[src/sv/cia_pkg.sv]
package cia_pkg;

  localparam int QBits   = 16;
  localparam int DsrBits = 32 + QBits - 1;
  localparam int Steps   = QBits;

  localparam logic [2:0] OP_ADD = 3'd0;
  localparam logic [2:0] OP_SUB = 3'd1;
  localparam logic [2:0] OP_MUL = 3'd2;
  localparam logic [2:0] OP_DIV = 3'd3;
  localparam logic [2:0] OP_NEG = 3'd4;

  typedef struct packed {
    logic               vld;
    logic [2:0]         op;
    logic signed [15:0] a_re;
    logic signed [15:0] a_im;
    logic signed [15:0] b_re;
    logic signed [15:0] b_im;
    logic signed [31:0] p_rr;
    logic signed [31:0] p_ii;
    logic signed [31:0] p_ri;
    logic signed [31:0] p_ir;
    logic signed [31:0] p_bbr;
    logic signed [31:0] p_bbi;
  } cia_prod_t;

  typedef struct packed {
    logic               vld;
    logic               is_div;
    logic               dz;
    logic signed [32:0] re;
    logic signed [32:0] im;
    logic               neg_re;
    logic               neg_im;
    logic [31:0]        rem_re;
    logic [31:0]        rem_im;
    logic [DsrBits-1:0] dsr;
    logic [QBits-1:0]   q_re;
    logic [QBits-1:0]   q_im;
  } cia_item_t;

endpackage

[src/sv/cia_div_step.sv]
module cia_div_step (
  input  logic               clk,
  input  logic               rst_n,
  input  logic               en,
  input  cia_pkg::cia_item_t din,
  output cia_pkg::cia_item_t dout
);

  cia_pkg::cia_item_t dout_r;
  cia_pkg::cia_item_t dout_nxt;
  logic               ge_re;
  logic               ge_im;

  // one restoring step on each part; the divisor shifts right a bit a step
  always_comb begin
    ge_re = cia_pkg::DsrBits'(din.rem_re) >= din.dsr;
    ge_im = cia_pkg::DsrBits'(din.rem_im) >= din.dsr;
    dout_nxt        = din;
    dout_nxt.rem_re = ge_re ? din.rem_re - din.dsr[31:0] : din.rem_re;
    dout_nxt.rem_im = ge_im ? din.rem_im - din.dsr[31:0] : din.rem_im;
    dout_nxt.q_re   = {din.q_re[cia_pkg::QBits-2:0], ge_re};
    dout_nxt.q_im   = {din.q_im[cia_pkg::QBits-2:0], ge_im};
    dout_nxt.dsr    = din.dsr >> 1;
  end

  always_ff @(posedge clk) begin
    if (!rst_n) begin
      dout_r.vld <= 1'b0;
    end else if (en) begin
      dout_r <= dout_nxt;
    end
  end

  assign dout = dout_r;

endmodule

[config.mk]
export PLATFORM = sky130hd
export DESIGN_NAME = cia_div_step
export DESIGN_NICKNAME = d
export VERILOG_FILES = /design/src/sv/cia_pkg.sv /design/src/sv/cia_div_step.sv
export SDC_FILE = /design/constraint.sdc
export NUM_CORES = 1
export LEC_CHECK = 0
export BUFFER_PORTS_ARGS = -buffer_cell sky130_fd_sc_hd__buf_2
export CORE_ASPECT_RATIO = 2
export CORE_MARGIN = 5
export CORE_UTILIZATION = 40
export CTS_CLUSTER_SIZE = 30
export DETAILED_ROUTE_END_ITERATION = 7
export PLACE_DENSITY = 0.65
export SLEW_MARGIN = 30
export SYNTH_ARGS = -nofsm -noshare
export SYNTH_HDL_FRONTEND = slang
export SYNTH_SLANG_ARGS = --single-unit
[constraint.sdc]
create_clock -name clk -period 6.2 [get_ports clk]
set_input_delay 0 -clock clk [delete_from_list [all_inputs] [get_ports clk]]
set_output_delay 0 -clock clk [all_outputs]
set_load 0.1 [all_outputs]
# Yosys cells after proc, flatten, opt, wreduce, memory -nomap -nowiden

Index checks and enable logic that the tools add are counted.

Register bits: 213
Word-level logic and storage cells: 19
Output and inout port bits: 214
Bits of input ports: 217

Muxes and demuxes: 2
Order comparisons: 2
Reduce and logical (&&, ||, !) cells: 1
Add/sub/neg operators: 2

Operators with widths:

| kind                                                           | number |
|---|---|
| 32-bit by 47-bit greater-or-equal comparator with 1-bit output | 2 |
| 32-bit two-way mux                                             | 2 |
| 32-bit subtractor                                              | 2 |
| 2-bit AND reduction                                            | 1 |

# Depth between registers and ports, before layout

Depth in word-level cells: 2
Mapped depth: 14
Mapped depth without buffers: 12

# Least setup slack after synthesis

No wires, ideal clock.

Path kind: input to register
Start: input port en
End: register dout_r, in the netlist dout[0], enable pin
Path buffers: 0
Data required time: 5.602 ns
Stages: 1
Library setup time: 0.598 ns
Setup slack: 0.797 ns
Arrival: 4.805 ns
Cell sequence: and2_1

Cells in the longest elaborated chain, start to end: 1

RTL lines:

| element                       | line               | text |
|---|---|---|
| start, declared               | cia_div_step.sv:4  | `input logic en,` |
| 2-bit AND reduction (no line) | -                  |  |
| end signal, assigned          | cia_div_step.sv:30 | `dout_r <= dout_nxt;` |
| end, declared                 | cia_div_step.sv:9  | `cia_pkg::cia_item_t dout_r;` |

No other way between the ends.
A chain may end at the register's enable or synchronous reset.

==> results.yml <==
run_status:
  status: "complete, no violations"
yosys:
  synth.top_cells.by_count: "212 x edfxtp_1, 90 x nand2_1, 74 x o21ai_0"
  synth_nets: 1157
  synth_edf_count: 212
  synth_seq_cells: 213
  synth_most_common_cell: "edfxtp_1"
  synth.distinct_cells: 65
  seq_area_frac_synth: 0.599
  synth_top_area_share: 0.597
  synth.largest_area_cell: "edfxtp_1"
  async_flop_share: 0
  synth_top_flop_cell: "edfxtp_1"
  syn_avg_cell_area_um2: 12.2
  yosys_warnings: 0
  synthCells: 874
  synthTopCellsByArea: "edfxtp_1 60%, ha_1 7.5%, o21ai_0 3.5%, nand2_1 3.2%, a21oi_1 2.7%"
  syn_area_um2: 10700
placement:
  dp.cells: 1622
  dpl.hpwl_um: 28900
  io_buffers: 427
  gp_congestion: 0.922
critical_path:
  crit_required_ps: 6450
  crit_fanout: 38
  end_kind: "flop"
  path_cells: "dlygate4sd3_1 -> buf_2 -> inv_1 -> ha_1 -> a21oi_1 -> o21ai_1 -> a21o_1 -> a211oi_2 -> o21ai_2 -> a2111oi_4 -> a2bb2oi_4 -> buf_4 -> mux2_1"
  worst-path-buf-inv: 4
  startpoint: "din[34]"
  start_kind: "input port"
  cp_top_family: "compound AO/OA/AOI/OAI gates"
  r2r_start: "dout[213]"
  critPathArrivalTime_ps: 3970
  crit_slowest_cell: "dlygate4sd3_1"
  path_class: "input port to flop"
  critPathMaxStageDelay_ps: 550
clock_network:
  clkTransAtPathRegs_ps: 70
  h-tree-depth: 1
  post_cts_buffers: 0
  clk_latency_ps: 490
  cts.sinks: 213
  ctsResizeCount: 0
  clock-root-buffer: "clkbuf_16"
  clock_path_buffers: 3
  postCtsHoldBufs: 211
  numCtsBuffers: 19
  cts_tree: "done"
sta:
  hold_viol_final: 0
  fmax_ghz: 0.269
  max_slew_margin: 0.383
  fin_crit_ps: 3720
  finalSetupViolCount: 0
  finalSetupTns_ps: 0
  fin_worst_skew_ps: 0
  hold_ws_ps: 50.6
  worst_pin_slew_ps: 925
  timing.final.crit_share: 0.601
  rsz0062_at_grt: "false"
  drv_slew: 0
floorplan:
  core_area_um2: 26300
  pin_count: 431
  rows: 84
  fp.dieH_um: 241
  die-width_um: 125
  dieArea_um2: 30200
  start_util: 0.406
route:
  drtIter0Drc: 464
  routedWlPerCell_um: 21.0
  via_count: 9506
  drc_errors: 0
  postRouteAntennaNets: 0
  routed_wl_um: 39200
  dr.pass1.iters: 6
  via_per_inst: 5.09
power:
  power.leakage_nw: 6.97
  power.switching_mw: 1.62
  seq_power_share: 0.390
  worst_ir_drop_vdd_mv: 0.262
  swShare: 0.367
  pwr_density_cell_nw_per_um2: 276
  p_int_mw: 2.79
  pwr-share-comb: 0.324
  p_clk_frac: 0.285
final_layout:
  stdcell_count: 1867
  layout.nets: 1794
  final_core_util: 0.606
  largest_reg_flops: 213
  area_growth_pct: 49.5
  final_layout_size_suffix_gt1_frac: 0.311
grt:
  antenna_found_initial: 1
  grt_use_total: 0.247
  grt_pass1_wl_um: 57500
  first_global_vias: 9964
  grt_max_degree: 178
  overflow: 0
hold_path:
  hp-start: "din[142]"
  hp-class: "input port to flop"
run:
  maxCapViolCount: 0
-- layout by cell type (no fill, tap or decap), drive strengths merged, types with 7 or more instances in the layout --
cell,n
ha,64
nor3,13
dlygate4sd3,211
edfxtp,212
a31oi,7
nand3,17
o21a,9
o21bai,11
and3,9
nand4,13
o21ai,86
a21oi,57
clkbuf,21
xor2,24
nand2b,12
buf,431
xnor2,24
nand2,90
nor2,37
o211ai,8
inv,44
a21o,25
nor4,8
nor2b,7
-- worst min-delay path: stages --
cell and delay (ps):
buf_2 130, nand2b_1 100, and3_1 190
-- metrics by stage --
stage / total power [mW] / area (um^2) / setup slack (ps)
2_1_floorplan: 2.78 / 10700 / 797
3_3_place_gp: 3.05 / 13100 / 2560
3_5_place_dp: 3.06 / 13100 / 2540
4_1_cts: 4.43 / 15900 / 2480
5_1_grt: 4.57 / 15900 / 2230
6_report: 4.40 / 15900 / 2480
-- area by class of cell --
cell class	count	area, um^2
Multi-Input combinational cell	591	4000
Timing Repair Buffer	642	4310
Inverter	44	165
Fill cell	2096	10300
Tap cell	344	430
Clock inverter	11	160
Clock buffer	21	483
Sequential cell	213	6390
Antenna cell	1	2.50
-- power by group through the flow --
stage / Combinational (mW) / Clock [mW] / Sequential, mW
after floorplan: 0.345 / 0 / 2.44
after global placement: 1.30 / 0 / 1.74
after detailed placement: 1.31 / 0 / 1.75
after CTS: 1.42 / 1.29 / 1.72
after global routing: 1.50 / 1.35 / 1.72
final: 1.43 / 1.26 / 1.72
-- cells by family (layout without fill, tap and decap cells) --
| kind of cell | Yosys count | in the layout | share of synthesized area |
|---|---|---|---|
| XOR/XNOR | 48 | 48 | 0.0394 |
| multiplexers | 7 | 7 | 0.00728 |
| AND/OR/NAND/NOR | 228 | 228 | 0.104 |
| adder cells (fa/ha/maj) | 66 | 66 | 0.0789 |
| AO/OA/AOI/OAI | 241 | 241 | 0.144 |
| flip-flops | 213 | 213 | 0.599 |
| buffers and inverters | 70 | 718 | 0.0275 |
| other | 1 | 2 | 0.000352 |
-- per-layer routing --
metal,global-route usage,up-vias,share of wire
met5,0,-,0
met4,0.119,0,0.049
met3,0.0456,79,0.060
met2,0.487,402,0.55
met1,0.244,4457,0.34
li1,-,4568,-
-- path summary, 6_finish.rpt --
check	end	slack, ps	depth (start not counted)
max	dout[98]	2480	13
min	dout[142]	50	3
max reg2reg	dout[213]	5030	3
min reg2reg	dout[213]	1100	3
No activity file was read; power rests on OpenSTA's default activity.
