$ cat config.mk
export PLATFORM = sky130hd
export DESIGN_NAME = cia_mul
export DESIGN_NICKNAME = d
export VERILOG_FILES = /design/src/sv/cia_pkg.sv /design/src/sv/cia_mul.sv
export SDC_FILE = /design/constraint.sdc
export NUM_CORES = 2
export LEC_CHECK = 0
export BUFFER_PORTS_ARGS = -buffer_cell sky130_fd_sc_hd__buf_4
export CELL_PAD_IN_SITES_DETAIL_PLACEMENT = 1
export CELL_PAD_IN_SITES_GLOBAL_PLACEMENT = 1
export CORE_MARGIN = 5
export CORE_UTILIZATION = 46
export CTS_CLUSTER_SIZE = 28
export DETAILED_ROUTE_END_ITERATION = 10
export PLACE_DENSITY_LB_ADDON = 0.1
export RECOVER_POWER = 50
export SYNTH_ARGS = -nofsm -noshare
export SYNTH_HDL_FRONTEND = slang
export SYNTH_SLANG_ARGS = --single-unit
export TNS_END_PERCENT = 1
$ cat constraint.sdc
create_clock -name clk -period 7.6 [get_ports clk]
set_input_delay 1.14 -clock clk [delete_from_list [all_inputs] [get_ports clk]]
set_output_delay 1.14 -clock clk [all_outputs]
set_load 0.01 [all_outputs]
$ cat src/sv/cia_pkg.sv
package cia_pkg;

  localparam int QBits   = 16;
  localparam int DsrBits = 32 + QBits - 1;
  localparam int Steps   = QBits;

  localparam logic [2:0] OP_ADD = 3'd0;
  localparam logic [2:0] OP_SUB = 3'd1;
  localparam logic [2:0] OP_MUL = 3'd2;
  localparam logic [2:0] OP_DIV = 3'd3;
  localparam logic [2:0] OP_NEG = 3'd4;

  typedef struct packed {
    logic               vld;
    logic [2:0]         op;
    logic signed [15:0] a_re;
    logic signed [15:0] a_im;
    logic signed [15:0] b_re;
    logic signed [15:0] b_im;
    logic signed [31:0] p_rr;
    logic signed [31:0] p_ii;
    logic signed [31:0] p_ri;
    logic signed [31:0] p_ir;
    logic signed [31:0] p_bbr;
    logic signed [31:0] p_bbi;
  } cia_prod_t;

  typedef struct packed {
    logic               vld;
    logic               is_div;
    logic               dz;
    logic signed [32:0] re;
    logic signed [32:0] im;
    logic               neg_re;
    logic               neg_im;
    logic [31:0]        rem_re;
    logic [31:0]        rem_im;
    logic [DsrBits-1:0] dsr;
    logic [QBits-1:0]   q_re;
    logic [QBits-1:0]   q_im;
  } cia_item_t;

endpackage

$ cat src/sv/cia_mul.sv
module cia_mul (
  input  logic               clk,
  input  logic               rst_n,
  input  logic               en,
  input  logic               in_vld,
  input  logic [2:0]         op,
  input  logic signed [15:0] a_re,
  input  logic signed [15:0] a_im,
  input  logic signed [15:0] b_re,
  input  logic signed [15:0] b_im,
  output cia_pkg::cia_prod_t prod
);

  cia_pkg::cia_prod_t prod_r;
  cia_pkg::cia_prod_t prod_nxt;

  always_comb begin
    prod_nxt.vld   = in_vld;
    prod_nxt.op    = op;
    prod_nxt.a_re  = a_re;
    prod_nxt.a_im  = a_im;
    prod_nxt.b_re  = b_re;
    prod_nxt.b_im  = b_im;
    prod_nxt.p_rr  = 32'(a_re) * 32'(b_re);
    prod_nxt.p_ii  = 32'(a_im) * 32'(b_im);
    prod_nxt.p_ri  = 32'(a_re) * 32'(b_im);
    prod_nxt.p_ir  = 32'(a_im) * 32'(b_re);
    prod_nxt.p_bbr = 32'(b_re) * 32'(b_re);
    prod_nxt.p_bbi = 32'(b_im) * 32'(b_im);
  end

  // payload fields need no reset
  always_ff @(posedge clk) begin
    if (!rst_n) begin
      prod_r.vld <= 1'b0;
    end else if (en) begin
      prod_r <= prod_nxt;
    end
  end

  assign prod = prod_r;

endmodule

### Word-level counts from Yosys, hierarchy flattened

Index checks and enable logic that the tools add are counted.

* input bits: 71
* output and inout port bits: 260
* word-level logic and storage cells: 19
* bits in registers: 260

* multiply operators: 6
* reductions and logical operators: 1

Operators with widths (number)
* multiplier 16 x 16 -> 32 bit: 6
* AND reduction 2 bit: 1

### Longest topological paths before layout

* depth in word-level cells: 1
* mapped depth: 26
* mapped depth without buffers: 24

### Worst setup path after synthesis

Ideal clock, no wire load.

* path kind: input-to-reg
* start point: input en
* end point: register prod_r (netlist bit prod[100]), enable pin
* stages: 1
* library setup time: 647 ps
* path slack: 50 ps
* arrival: 6903 ps
* required time: 6953 ps
* cell sequence: and2_1

* word-level cells in the longest chain between the ends: 1

Ends and longest elaborated chain
* start: declaration: RTL line cia_mul.sv:4 `input logic en,`
* AND reduction 2 bit (no source line)
* end signal: assignment: RTL line cia_mul.sv:37 `prod_r <= prod_nxt;`
* end: declaration: RTL line cia_mul.sv:14 `cia_pkg::cia_prod_t prod_r;`

Every way passes these cells.
A chain may end at the register's enable or synchronous reset.

==> results_dict.tcl <==
set metrics [dict create \
    grt_max_degree 121 \
    synth-seq-cells 256 \
    wire_per_inst_microns 19.7 \
    area_growth_pct 10.3 \
    path_max_fanout 14 \
    multi_input_area_sq_um 49400 \
    period_needed_ps 7190 \
    htreeDepth 2 \
    fin_crit_sh_pct 94.7 \
    max_freq_mhz 139 \
    gp_congestion 0.850 \
    setup_viol 0 \
    hp-class "register to register" \
    ys.flop_type "edfxtp_1" \
    largest_reg_flops 256 \
    drt.antenna.violating_nets 0 \
    drive_gt1_share_pct 8.32 \
    finalWorstSetupSlack_ps 405 \
    avgSynthCellArea_sq_um 9.85 \
    synth_edf_count 255 \
    clock_sinks 256 \
    grt_pass1_wl_microns 283000 \
    ctsResizeCount 0 \
    finalHoldViolCount 0 \
    drc 0 \
    dieWidth_microns 385 \
    grt_pass1_vias 51903 \
    async_flop_share_pct 0 \
    cpMostUsedCell "fa_1" \
    route.vias.total 44455 \
    relSlewSlack_pct -126 \
    syn_area_sq_um 64700 \
    viasPerCell 5.04 \
    cp_cell_sequence "buf_4 > clkbuf_1 > nand2b_1 > fa_1 > fa_1 > inv_1 > fa_1 > fa_1 > fa_1 > inv_1 > fa_1 > inv_1 > ha_1 > a21o_1 > a21o_1 > a21oi_1 > a2bb2oi_1 > o21ai_1 > o41a_1 > a21o_1 > a21oi_1 > xnor2_1" \
    hpwlAfterDp_microns 143000 \
    crit_end "prod[184]$_DFFE_PP_" \
    synth-seq-area-share_pct 11.9 \
    dpl_cell_area_sq_um 70500 \
    clockBufferDepth 3 \
    final_core_util_pct 51.1 \
    dr.pass1.iters 5 \
    critPathArrivalTime_ps 7530 \
    worstReg2RegStart "prod[259]$_SDFFE_PN0P_" \
    cpPeakStageDelay_ps 840 \
    die_height_microns 385 \
    ff2ff_setup_slack_ps 7010 \
    die-area_sq_um 148000 \
    cts_tree "yes" \
    worstRegToRegCells 2 \
    crit_slowest_cell "clkbuf_1" \
    worstSetupStartpointType "input pin" \
    routed_wl_microns 174000 \
    cap_violations 2 \
    drv_slew 240 \
    critPathKind "input pin to register" \
    holdBufCountCts 0 \
    clk_pin_slew_ps 60 \
    postCtsSetupBuffers 0 \
    yosysWarningCount 0 \
    fillCellCount 15763 \
    insertion_delay_ps 610 \
    initial_core_util_pct 46.3 \
    r2r_end "prod[259]$_SDFFE_PN0P_" \
    seq_area_sq_um 7680 \
    status "finished, violations left" \
    drt_iter0_drc 1768 \
    tightest_slew_ps 3390 \
    skew_ps 0 \
    design_area_sq_um 71400 \
    core_area_sq_um 140000 \
    crit_required_ps 7940 \
    cts_buffers 37 \
    rows 137 \
    rsz0062_at_grt "false" \
    grt_util_all_layers_pct 24.5 \
    synthCells 6574 \
    synth.distinct_cells 75 \
    crit_start "b_re[15]" \
    root_buffer "clkbuf_16" \
    violations "max-capacitance violations, max-slew violations" \
    cp-end-kind "register" \
    nets 8999 \
    overflow 0 \
    antenna_found_initial 4 \
    dpl_worst_slack_ps -27.9 \
    portBuffers 328 \
    io_pins 331 \
]
[kinds of logic (layout without fill, tap and decap cells)]
logic type | Yosys count | after routing | share of synthesized area [%]
AOI/OAI and AO/OA | 444 | 444 | 4.45
xor gates and xnor gates | 231 | 231 | 3.13
adders and majority gates | 2021 | 2021 | 56.7
buffers and inverters | 2037 | 2395 | 11.8
DFF | 256 | 256 | 11.9
muxes | 6 | 6 | 0.0966
other | 1 | 7 | 0.00579
and+or+nand+nor | 1578 | 1578 | 12.0
[layout by cell type (no fill, tap or decap), types with 6 or more instances in the layout]
master     netlist  final
inv_1         1768   1768
fa_1          1517   1517
nand2_1        661    661
and2_1         583    578
ha_1           504    504
buf_4            4    480
edfxtp_1       255    255
xnor2_1        184    184
nor2_1         170    170
a21oi_1        139    139
o21ai_0         76     76
a21o_1          71     71
clkbuf_1       256     71
xor2_1          47     47
nand2b_1        44     44
clkbuf_16        0     37
nand3_1         30     30
o21bai_1        27     27
nor3_1          25     25
o21a_1          22     22
nor2b_1         22     22
a211oi_1        15     15
buf_12           0     15
a31oi_1         13     13
and3_1          12     12
a31o_2           8      8
o211ai_1         7      7
or3_1            7      7
a211o_1          7      7
o22ai_1          6      6
o31ai_1          6      6
[worst max-delay path: cells and delay by family]
family          cells  cell delay, ps
simple gates        1             180
xor+xnor            1             100
fa+ha+maj           7            3340
buf+inv             5            1120
compound gates      8            1650
[how the worst min path moves through the flow]
stage | startpoint | endpoint | cells past startpoint
after global routing | prod[259]$_SDFFE_PN0P_ | prod[259]$_SDFFE_PN0P_ | 2
after floorplan | prod[259]$_SDFFE_PN0P_ | prod[259]$_SDFFE_PN0P_ | 2
after CTS | prod[259]$_SDFFE_PN0P_ | prod[259]$_SDFFE_PN0P_ | 2
final | prod[259]$_SDFFE_PN0P_ | prod[259]$_SDFFE_PN0P_ | 2
after detailed placement | prod[259]$_SDFFE_PN0P_ | prod[259]$_SDFFE_PN0P_ | 2
after global placement | prod[259]$_SDFFE_PN0P_ | prod[259]$_SDFFE_PN0P_ | 2
[synthesized netlist by cell type, types with 47 or more instances]
master    number  area [sq um]
and2_1       583          3650
xor2_1        47           412
fa_1        1517         30400
o21ai_0       76           380
edfxtp_1     255          7660
nand2_1      661          2480
xnor2_1      184          1610
clkbuf_1     256           961
nor2_1       170           638
ha_1         504          6310
inv_1       1768          6640
a21o_1        71           533
a21oi_1      139           696
[cell type report]
| type | count | share of cell area, % |
|---|---|---|
| diodes | 5 | 0.0175 |
| clock buffers | 47 | 1.35 |
| clock inverters | 18 | 0.251 |
| inverters | 1769 | 9.30 |
| multi-input cells | 4282 | 69.2 |
| flip-flops and latches | 256 | 10.8 |
| well taps | 1876 | 3.29 |
| repair buffers | 561 | 5.83 |
[stage by stage]
stage / hold slack (ps) / setup TNS [ps] / instances
after floorplan: 538 / 0 / 6575
after global placement: 504 / 0 / 8744
after detailed placement: 522 / -27.9 / 8744
after CTS: 534 / 0 / 8809
after global routing: 553 / 0 / 8810
final: 524 / 0 / 8814
[per-layer routing]
layer  part of all wire, %  vias to the layer above  routed length (microns)  GRT usage [%]
met5                     0                        -                        0              0
met3                   4.2                      185                     7290           3.29
met4                   2.5                        0                     4330           5.57
met2                    52                      639                    89400           43.8
met1                    42                    23700                    72500           31.6
li1                      -                    19931                        -              -
Power is not shown: default switching activity piles up to over one toggle a cycle in this logic, so the estimate is an artifact.
