$ cat config.mk
export PLATFORM = sky130hd
export DESIGN_NAME = cia_comb
export DESIGN_NICKNAME = d
export VERILOG_FILES = /design/src/sv/cia_pkg.sv /design/src/sv/cia_comb.sv
export SDC_FILE = /design/constraint.sdc
export NUM_CORES = 1
export LEC_CHECK = 0
export ABC_AREA = 1
export BUFFER_PORTS_ARGS = -buffer_cell sky130_fd_sc_hd__buf_2
export CAP_MARGIN = 20
export CELL_PAD_IN_SITES_DETAIL_PLACEMENT = 0
export CELL_PAD_IN_SITES_GLOBAL_PLACEMENT = 1
export CORE_UTILIZATION = 36
export CTS_BUF_LIST = sky130_fd_sc_hd__clkbuf_4
export DETAILED_ROUTE_END_ITERATION = 10
export HOLD_SLACK_MARGIN = 0.08
export PLACE_DENSITY_LB_ADDON = 0.1
export SYNTH_ARGS = -nofsm -noshare
export SYNTH_HDL_FRONTEND = slang
export SYNTH_SLANG_ARGS = --single-unit
$ cat constraint.sdc
create_clock -name clk -period 4.6 [get_ports clk]
set_input_delay 0.69 -clock clk [delete_from_list [all_inputs] [get_ports clk]]
set_output_delay 0.69 -clock clk [all_outputs]
set_load 0.05 [all_outputs]
$ cat src/sv/cia_pkg.sv
package cia_pkg;

  localparam int QBits   = 16;
  localparam int DsrBits = 32 + QBits - 1;
  localparam int Steps   = QBits;

  localparam logic [2:0] OP_ADD = 3'd0;
  localparam logic [2:0] OP_SUB = 3'd1;
  localparam logic [2:0] OP_MUL = 3'd2;
  localparam logic [2:0] OP_DIV = 3'd3;
  localparam logic [2:0] OP_NEG = 3'd4;

  typedef struct packed {
    logic               vld;
    logic [2:0]         op;
    logic signed [15:0] a_re;
    logic signed [15:0] a_im;
    logic signed [15:0] b_re;
    logic signed [15:0] b_im;
    logic signed [31:0] p_rr;
    logic signed [31:0] p_ii;
    logic signed [31:0] p_ri;
    logic signed [31:0] p_ir;
    logic signed [31:0] p_bbr;
    logic signed [31:0] p_bbi;
  } cia_prod_t;

  typedef struct packed {
    logic               vld;
    logic               is_div;
    logic               dz;
    logic signed [32:0] re;
    logic signed [32:0] im;
    logic               neg_re;
    logic               neg_im;
    logic [31:0]        rem_re;
    logic [31:0]        rem_im;
    logic [DsrBits-1:0] dsr;
    logic [QBits-1:0]   q_re;
    logic [QBits-1:0]   q_im;
  } cia_item_t;

endpackage

$ cat src/sv/cia_comb.sv
module cia_comb (
  input  logic               clk,
  input  logic               rst_n,
  input  logic               en,
  input  cia_pkg::cia_prod_t prod,
  output cia_pkg::cia_item_t item
);

  cia_pkg::cia_item_t item_r;
  cia_pkg::cia_item_t item_nxt;
  logic signed [32:0] nr;
  logic signed [32:0] ni;
  logic [31:0]        norm;

  always_comb begin
    nr   = 33'(prod.p_rr) + 33'(prod.p_ii);
    ni   = 33'(prod.p_ir) - 33'(prod.p_ri);
    norm = 32'(unsigned'(prod.p_bbr)) + 32'(unsigned'(prod.p_bbi));

    item_nxt.vld    = prod.vld;
    item_nxt.is_div = 1'b0;
    item_nxt.dz     = 1'b0;
    item_nxt.re     = '0;
    item_nxt.im     = '0;
    item_nxt.neg_re = nr[32];
    item_nxt.neg_im = ni[32];
    item_nxt.rem_re = nr[32] ? 32'(-nr) : nr[31:0];
    item_nxt.rem_im = ni[32] ? 32'(-ni) : ni[31:0];
    item_nxt.dsr    = {norm, (cia_pkg::QBits-1)'(0)};
    item_nxt.q_re   = '0;
    item_nxt.q_im   = '0;

    case (prod.op)
      cia_pkg::OP_ADD: begin
        item_nxt.re = 33'(prod.a_re) + 33'(prod.b_re);
        item_nxt.im = 33'(prod.a_im) + 33'(prod.b_im);
      end
      cia_pkg::OP_SUB: begin
        item_nxt.re = 33'(prod.a_re) - 33'(prod.b_re);
        item_nxt.im = 33'(prod.a_im) - 33'(prod.b_im);
      end
      cia_pkg::OP_MUL: begin
        item_nxt.re = 33'(prod.p_rr) - 33'(prod.p_ii);
        item_nxt.im = 33'(prod.p_ri) + 33'(prod.p_ir);
      end
      cia_pkg::OP_DIV: begin
        if (norm == '0) begin
          item_nxt.dz = 1'b1;
        end else begin
          item_nxt.is_div = 1'b1;
        end
      end
      cia_pkg::OP_NEG: begin
        item_nxt.re = -33'(prod.a_re);
        item_nxt.im = -33'(prod.a_im);
      end
      default: begin
        item_nxt.re = '0;
      end
    endcase
  end

  // payload fields need no reset
  always_ff @(posedge clk) begin
    if (!rst_n) begin
      item_r.vld <= 1'b0;
    end else if (en) begin
      item_r <= item_nxt;
    end
  end

  assign item = item_r;

endmodule

* After elaboration in Yosys (flattened, before gate mapping) *
Cells that the tools add are included.

cells by class
  muxes and demuxes = 6
  equality and inequality tests = 4
  add/sub/neg operators = 13
  reductions and logical operators = 3

operators with widths
  operator                                              number
  case mux 33 bit (4 select lines)                      2
  adder 32 x 32 -> 33 bit                               2
  negation 16 -> 33 bit                                 2
  subtractor 32 x 32 -> 33 bit                          2
  two-way mux 32 bit                                    2
  negation 32 bit                                       2
  adder 16 x 16 -> 17 bit                               2
  subtractor 16 x 16 -> 17 bit                          2
  adder 32 bit                                          1
  logical NOT 32 bit                                    1
  equality test 3 x 2 -> 1 bit (second input constant)  2
  equality test 3 x 1 -> 1 bit (second input constant)  1
  equality test 3 bit (second input constant)           1
  logical NOT 3 bit                                     1
  two-way mux 1 bit                                     2
  AND reduction 2 bit                                   1

word-level totals
  register bits after elaboration = 167
  bits of input ports = 263
  logic and storage cells = 36

* Depth between registers and ports, before layout *
Gate-level depths: netlist (run 1).

  depth after elaboration = 3
  mapped depth = 24
  gate-level depth less buffers = 23

* Least setup slack after synthesis (run 1) *
No wires, ideal clock.

  path type = input port to flip-flop
  from = input port rst_n
  to = register item_r, in the netlist item[100] (enable)
  cell stages on the path = 2
  setup time = 0.518 ns
  path slack = 0.165 ns
  arrival time = 3.917 ns
  path through = nand2_1 > inv_1

between the ends
  longest elaborated chain between the ends = 1

RTL lines
  element                        RTL line        RTL
  from (decl)                    cia_comb.sv:3   input logic rst_n,
  AND reduction 2 bit (no line)  --
  to (signal assigned)           cia_comb.sv:68  item_r <= item_nxt;
  to (decl)                      cia_comb.sv:9   cia_pkg::cia_item_t item_r;

No other way between the ends.
A chain may end at the register's enable or synchronous reset.

==> metrics.md, run 1 <==
| Metric | Value |
|---|---|
| Vias in the first global route | 23,200 |
| P&R area growth vs syn | 13.4% |
| DRC violations left | 0 |
| Wire per inst | about 17 microns |
| CTS H-tree lvls | 4 |
| Final period utilization | 65.8% |
| Power per cell area | 251 nW/um^2 |
| Final Worst Setup Slack | 1570 ps |
| CP endpoint kind | flop |
| Final wirelength | 85,300 microns |
| Pre-Repair DR Iteration Count | 6 |
| DR vias/cell | 4.87 |
| Asr flop ratio synth | 0% |
| Setup TNS | 0 ps |
| Status | finished clean |
| Rows | a little over 90 |
| Min-Delay Path Class | in2reg |
| R2R Path Start | item[213]$_SDFFE_PN0P_ |
| Post-CTS setup buffers | 0 |
| Synth Area in Simple Gates | about a third |
| Die area | between 60,000 and 70,000 sq um |
| Yosys warns | 0 |
| Delay-heaviest family, CP | simple AND/OR/NAND/NOR gates |
| Final Skew | 0 ps |
| PostCTS Resize Cnt | 0 |
| Synth unique cells | 64 |
| Most frequent cells in the layout | 968 x nand2_1, 635 x inv_1, 429 x buf_2 |
| Tot GR Track Use | 25.7% |
| Slew @ Worst Pin | 915 ps |
| Critical path, cell by cell | buf_2 -> inv_1 -> ha_1 -> fa_1 -> inv_1 -> nand3_1 -> nand2_1 -> nand2_1 -> nand2_4 -> nand2_1 -> nand3_1 -> a21oi_1 -> nand2_1 -> nand2_1 -> inv_1 -> a21oi_1 -> nor2_2 -> nand2_1 -> nand2_1 -> nand2_1 |
| Leakage | 13.8 nW |
| Mapped cell area | 23,100 sq um |
| Critical-path top delay cell | fa_1 |
| Max Root-Sink Buffers | 2 |
| Core Area | 63,200 sq um |
| Register area share after synthesis | 21.7% |
| Initial detailed-routing violation count | 1,452 |
| Synth Area in XOR/XNOR | 3.17% |
| Max-cap check violation count | 0 |
| Commonest non-fill, non-tap cell in the layout | nand2_1 |
| Peak supply drop | ~0.00018 V |
| TritonCTS buffer count | 17 |
| Final hold violations | 0 |
| Final #Nets | 4,564 |
| PortBufs | around 430 |
| Cell mode on critical path | nand2_1 |
| Compound-Gate Fraction of Synth Area | around 15% |
| Yosys reg bits | 167 |
| Fin crit period | 3030 ps |
| Crit path required time | 5120 ps |
| Root Driver | clkbuf_4 |
| Post-DRT Antenna Nets | 0 |
| RSZ-0062 raised after global routing | false |
| Max Transition Viols Final | 0 |
| Largest family of logic cells by synthesized area | simple AND/OR/NAND/NOR gates |
| First-pass GRT wire length | 130,000 microns |
| Io pins | 477 |
| Reg2reg path depth | 3 |
| Via count | 24,000 |
| DP Worst Slack | between 700 and 800 ps |
| Largest net degree at the start of global routing | approximately 110 |
| Critical Path AT | roughly 3600 ps |
| Number of synthesized flops with an enable pin | 166 |
| Slowest stage delay, CP | 410 ps |
| Clock Sink Count | 167 |
| Worst-path clk slew | 160 ps |
| Crit-path max FO | 16 |
| Setup slack, reg-to-reg | between 3000 and 4000 ps |
| Initial antenna violation count | 5 |
| Final Wtd Congestion | 0.929 |
| Adder-cell area share of the yosys netlist | approximately an eighth |
| Die height | 255 microns |
| Setup violators final | 0 |
| Syn Area/Cell | ~6.3 sq um |
| Initial Util | 36.6% |
| Stages on the worst setup path | 20 |
| Die width | about 260 microns |
| Layout cells sized above 1 | 15.0% |
| Max reg flops | around 170 |
| CP startpoint | prod[64] |
| Max Clk Rate | 330 MHz |
| Startpoint Class | input port |
| Hpwl dp | slightly above 70,000 microns |
| WS Path Type | in2reg |
| Grt ovf | 0 |
| Post-synthesis cell count | 3,667 |
| Rel. slew slack | roughly 40% |
| Crit path capture | item[107]$_DFFE_PP_ |
| Worst r2r dst | item[213]$_SDFFE_PN0P_ |
| Leading register cell type out of synthesis | edfxtp_1 |
| Hold_buf cts | 2 |
| Worst path bufs/invs | 4 |
| Final total power | 0.00658 W |
| CTS tree | done |
| Worst skew pair latency | 740 ps |
| Post-synthesis mux area share | 0% |
-- logic make-up after synthesis --
family          Yosys count
fa+ha+maj               240
other cells               1
compound gates          625
simple gates           1774
flops                   167
xor+xnor                 79
buf+inv                 781
-- worst min path at each step --
stage / slack, ps / startpoint / depth (start not counted) / endpoint
6_report: 260 / prod[32] / 2 / item[47]$_DFFE_PP_
5_1_grt: 170 / prod[32] / 2 / item[47]$_DFFE_PP_
4_1_cts: 150 / prod[32] / 2 / item[47]$_DFFE_PP_
3_5_place_dp: 540 / item[213]$_SDFFE_PN0P_ / 2 / item[213]$_SDFFE_PN0P_
3_3_place_gp: 530 / item[213]$_SDFFE_PN0P_ / 2 / item[213]$_SDFFE_PN0P_
2_1_floorplan: 750 / item[213]$_SDFFE_PN0P_ / 2 / item[213]$_SDFFE_PN0P_
-- Yosys cell counts (17+ instances only) --
cell type,instances,area share [%]
o21ai_0,177,3.8
xor2_1,51,1.9
inv_1,636,10
inv_2,26,0.42
xnor2_1,24,0.91
nand3_1,239,5.2
a31oi_1,17,0.46
clkbuf_1,23,0.37
nand4_1,41,1.1
nor3_1,38,0.82
nor2_1,363,5.9
nand2_1,968,16
o21ai_1,27,0.58
nand2_2,37,1.0
nor2_2,21,0.57
a21oi_1,298,6.5
edfxtp_1,166,22
buf_4,59,1.9
ha_1,231,13
buf_2,23,0.50
a21o_1,20,0.65
-- per-stage QoR --
| stage | std cells | utilization (%) | area, sq um | hold slack [ps] |
|---|---|---|---|---|
| final | 4926 | 41.5 | 26200 | 256 |
| after global routing | 4926 | 41.5 | 26200 | 170 |
| after CTS | 4920 | 41.4 | 26200 | 146 |
| after detailed placement | 4886 | 41.0 | 25900 | 537 |
| after global placement | 4886 | 41.0 | 25900 | 526 |
| after floorplan | 3713 | - | 23300 | 753 |
-- worst reg2reg max path, cell delays in order, from the launching register on --
cell           delay [ps]
dfxtp_1               340
o21ai_0               160
a21oi_1                50
dlygate4sd3_1         550
-- metal layers --
| layer | routed length, microns | GRT usage, % | part of all wire [%] |
|---|---|---|---|
| met5 | 8 | 0 | 0.0094 |
| met4 | 2030 | 7.81 | 2.4 |
| met3 | 4460 | 3.97 | 5.2 |
| met2 | 39400 | 43.1 | 46 |
| met1 | 39300 | 33.8 | 46 |
-- where the power goes --
| group | internal [W] | total (W) | switching [W] |
|---|---|---|---|
| clock | 0.000281 | 0.000990 | 0.000709 |
| combinational | 0.00100 | 0.00362 | 0.00262 |
| sequential | 0.00193 | 0.00197 | 0.0000423 |
-- area by class of cell --
class	instances	area, sq um
fillers	7006	37000
multi-input cells	2765	15100
flip-flops and latches	167	5000
inverters	667	2510
repair buffers	443	2270
well taps	846	1060
clock inverters	15	149
clock buffers	17	128
diodes	6	15.0
No activity file was read; power rests on OpenSTA's default activity.
==> run 2, diff against run 1 <==
--- a/config.mk
+++ b/config.mk
@@ -10,7 +10,7 @@
 export CAP_MARGIN = 20
 export CELL_PAD_IN_SITES_DETAIL_PLACEMENT = 0
 export CELL_PAD_IN_SITES_GLOBAL_PLACEMENT = 1
-export CORE_UTILIZATION = 36
+export CORE_UTILIZATION = 40
 export CTS_BUF_LIST = sky130_fd_sc_hd__clkbuf_4
 export DETAILED_ROUTE_END_ITERATION = 10
 export HOLD_SLACK_MARGIN = 0.08
==> constraint.sdc (replaced) <==
create_clock -name clk -period 2.88 [get_ports clk]
set_input_delay 0.432 -clock clk [delete_from_list [all_inputs] [get_ports clk]]
set_output_delay 0.432 -clock clk [all_outputs]
set_load 0.05 [all_outputs]
==> run 2 against run 1 <==
Register-to-register slack got worse by 1700 ps; routed wire length rose by 0.99%; first-iteration DRC count rose by 2.1%; final cell count rose by 8.6%; critical endpoint is now item[210]$_DFFE_PP_; largest cell class unchanged; worst setup slack got worse by 1400 ps; combinational power rose by 88%.
==> metrics.md, run 2 (synthesis gave the netlist of run 1 again) <==
| Metric | Value |
|---|---|
| Flop pwr share | 27.4% |
| CTS H-tree lvls | 4 |
| Sw Ratio | 48.0% |
| Grt ovf | 0 |
| Rel. slew slack | between 30 and 40% |
| TritonCTS buffer count | 17 |
| Setup slack, reg-to-reg | approximately 1700 ps |
| Final wirelength | about 86,000 microns |
| Initial detailed-routing violation count | 1,483 |
| Initial antenna violation count | 20 |
| Die width | 242 microns |
| Slew @ Worst Pin | 985 ps |
| Max-cap check violation count | 0 |
| Commonest non-fill, non-tap cell in the layout | nand2_1 |
| Final Worst Setup Slack | between 150 and 200 ps |
| Filler cells | between 6,000 and 7,000 |
| Critical Path AT | 3270 ps |
| Leakage | 16.3 nW |
| Cell mode on critical path | nand3_1 |
| CTS tree | done |
| Final #Nets | 5,076 |
| Max Clk Rate | ~370 MHz |
| Max reg flops | 167 |
| Net Switching | 0.00554 W |
| Critical-path top delay cell | dlygate4sd3_1 |
| Via count | 26,100 |
| Worst skew pair latency | 760 ps |
| Wire per inst | roughly 16 microns |
| Power per cell area | between 300 and 400 nW/um^2 |
| RSZ-0062 raised after global routing | false |
| P_int | between 0.005 and 0.006 W |
| Die area | 58,700 sq um |
| Peak supply drop | 0.000282 V |
| Reg2reg path depth | 3 |
| Delay-heaviest family, CP | buffers and inverters |
| Status | finished clean |
| P&R area growth vs syn | 30.5% |
| Largest net degree at the start of global routing | around 170 |
| Crit path required time | 3420 ps |
| Max Root-Sink Buffers | 2 |
| Startpoint Class | input port |
| Core Area | 56,700 sq um |
| Clock Sink Count | 167 |
| Setup violators final | 0 |
| Hold wc startpoint | prod[20] |
| Rows | 87 |
| Hpwl dp | 73,200 microns |
| Root Driver | clkbuf_4 |
| Final period utilization | 94.7% |
| DRC violations left | 0 |
| DP Worst Slack | -280 ps |
| Max Transition Viols Final | 0 |
| Clock power frac | 13.8% |
| Slowest stage delay, CP | 530 ps |
| Worst-path clk slew | 180 ps |
| Die height | approximately 240 microns |
| Worst path bufs/invs | 3 |
| Final Skew | 0 ps |
| Critical path, cell by cell | dlygate4sd3_1 -> buf_2 -> ha_1 -> fa_1 -> nand3_1 -> nand2_1 -> a31oi_1 -> o21ai_2 -> nand3_1 -> nand3_1 -> nand3_1 -> nand2_1 -> a21oi_1 -> buf_4 -> o21ai_0 |
| Post-DRT Antenna Nets | 0 |
| Hold EP | item[67]$_DFFE_PP_ |
| Tot GR Track Use | between 20% and 30% |
| Most frequent cells in the layout | 966 x nand2_1, 635 x inv_1, 478 x buf_4 |
| CP endpoint kind | flop |
| Setup TNS | 0 ps |
| PortBufs | 429 |
| WS Path Type | in2reg |
| Worst r2r dst | item[213]$_SDFFE_PN0P_ |
| Crit-path max FO | 5 |
| Hold-critical path depth | 4 |
| FF+latch area | ~5000 sq um |
| Initial Util | 40.8% |
| Min-Delay Path Class | in2reg |
| DR vias/cell | 4.88 |
| First-pass GRT wire length | 132,000 microns |
| Pre-Repair DR Iteration Count | 6 |
| Multi-input gate area | ~15,000 sq um |
| Io pins | 477 |
| Vias in the first global route | approximately 25,000 |
| Final hold violations | 0 |
| Fin crit period | 2730 ps |
| Layout cells sized above 1 | 24.0% |
| R2R Path Start | item[213]$_SDFFE_PN0P_ |
| Logic pwr share | 58.9% |
| Final Wtd Congestion | slightly below 1 |
==> run 2: cell count changes in the layout (fill, tap and decap cells not counted), moves of 4 or more <==
cell           before  now
buf_4              11  478
nor2_2             21   25
dlygate4sd3_1       2   42
buf_12              1    5
diode_2             6   11
nor2_1            363  358
==> run 2: cell type report <==
cell class,instances,area share [%]
clock buffer,18,0.448
antenna,11,0.0913
inverter,667,8.32
timing repair buffer,955,20.8
multi-input combinational,2765,50.2
sequential,167,16.6
tap,756,3.14
clock inverter,13,0.469
==> run 2: worst max path at each step <==
stage / start / end / slack [ps] / cells past startpoint
detailed placement: prod[128] / item[133]$_DFFE_PP_ / -280 / 17
global route: prod[96] / item[109]$_DFFE_PP_ / 6 / 17
finish: prod[208] / item[210]$_DFFE_PP_ / 150 / 15
global placement: prod[128] / item[133]$_DFFE_PP_ / -260 / 17
floorplan: rst_n / item[100]$_DFFE_PP_ / -440 / 2
CTS: prod[242] / item[185]$_DFFE_PP_ / 50 / 16
==> run 2: power groups by stage <==
stage	logic, W	clock network, W	registers, W
floorplan	0.00330	0	0.00414
global placement	0.00664	0	0.00322
detailed placement	0.00666	0	0.00322
CTS	0.00675	0.00167	0.00316
global route	0.00744	0.00171	0.00318
finish	0.00679	0.00159	0.00316
==> run 2: worst min-delay path, delay by kind of cell <==
family | cells | cell delay [ps]
adders and majority gates | 1 | 190
and+or+nand+nor | 2 | 170
buffers and inverters | 1 | 90
==> run 2: what timing repair did <==
item | 4_1_cts | 5_1_grt
setup buffers | 0 | 4
hold endpoints to repair | 27 | 0
endpoints found under the setup margin | 0 | 21
hold buffers | 42 | 0
resized for setup | 0 | 18
==> run 2: stage by stage <==
step,util (%),power (W),hold WS [ps],area [sq um],instances
final,53.2,0.0115,190,30200,5352
after global routing,53.2,0.0123,144,30200,5348
after CTS,53.0,0.0116,86.7,30000,5337
after detailed placement,51.7,0.00987,536,29300,5264
after global placement,51.7,0.00986,523,29300,5264
after floorplan,-,0.00743,525,23300,3713
==> run 2: layer usage <==
layer	wire, microns	GRT usage [%]
met1	37700	35.9
met2	41700	51.0
met3	4370	4.20
met4	2270	8.82
met5	120	0
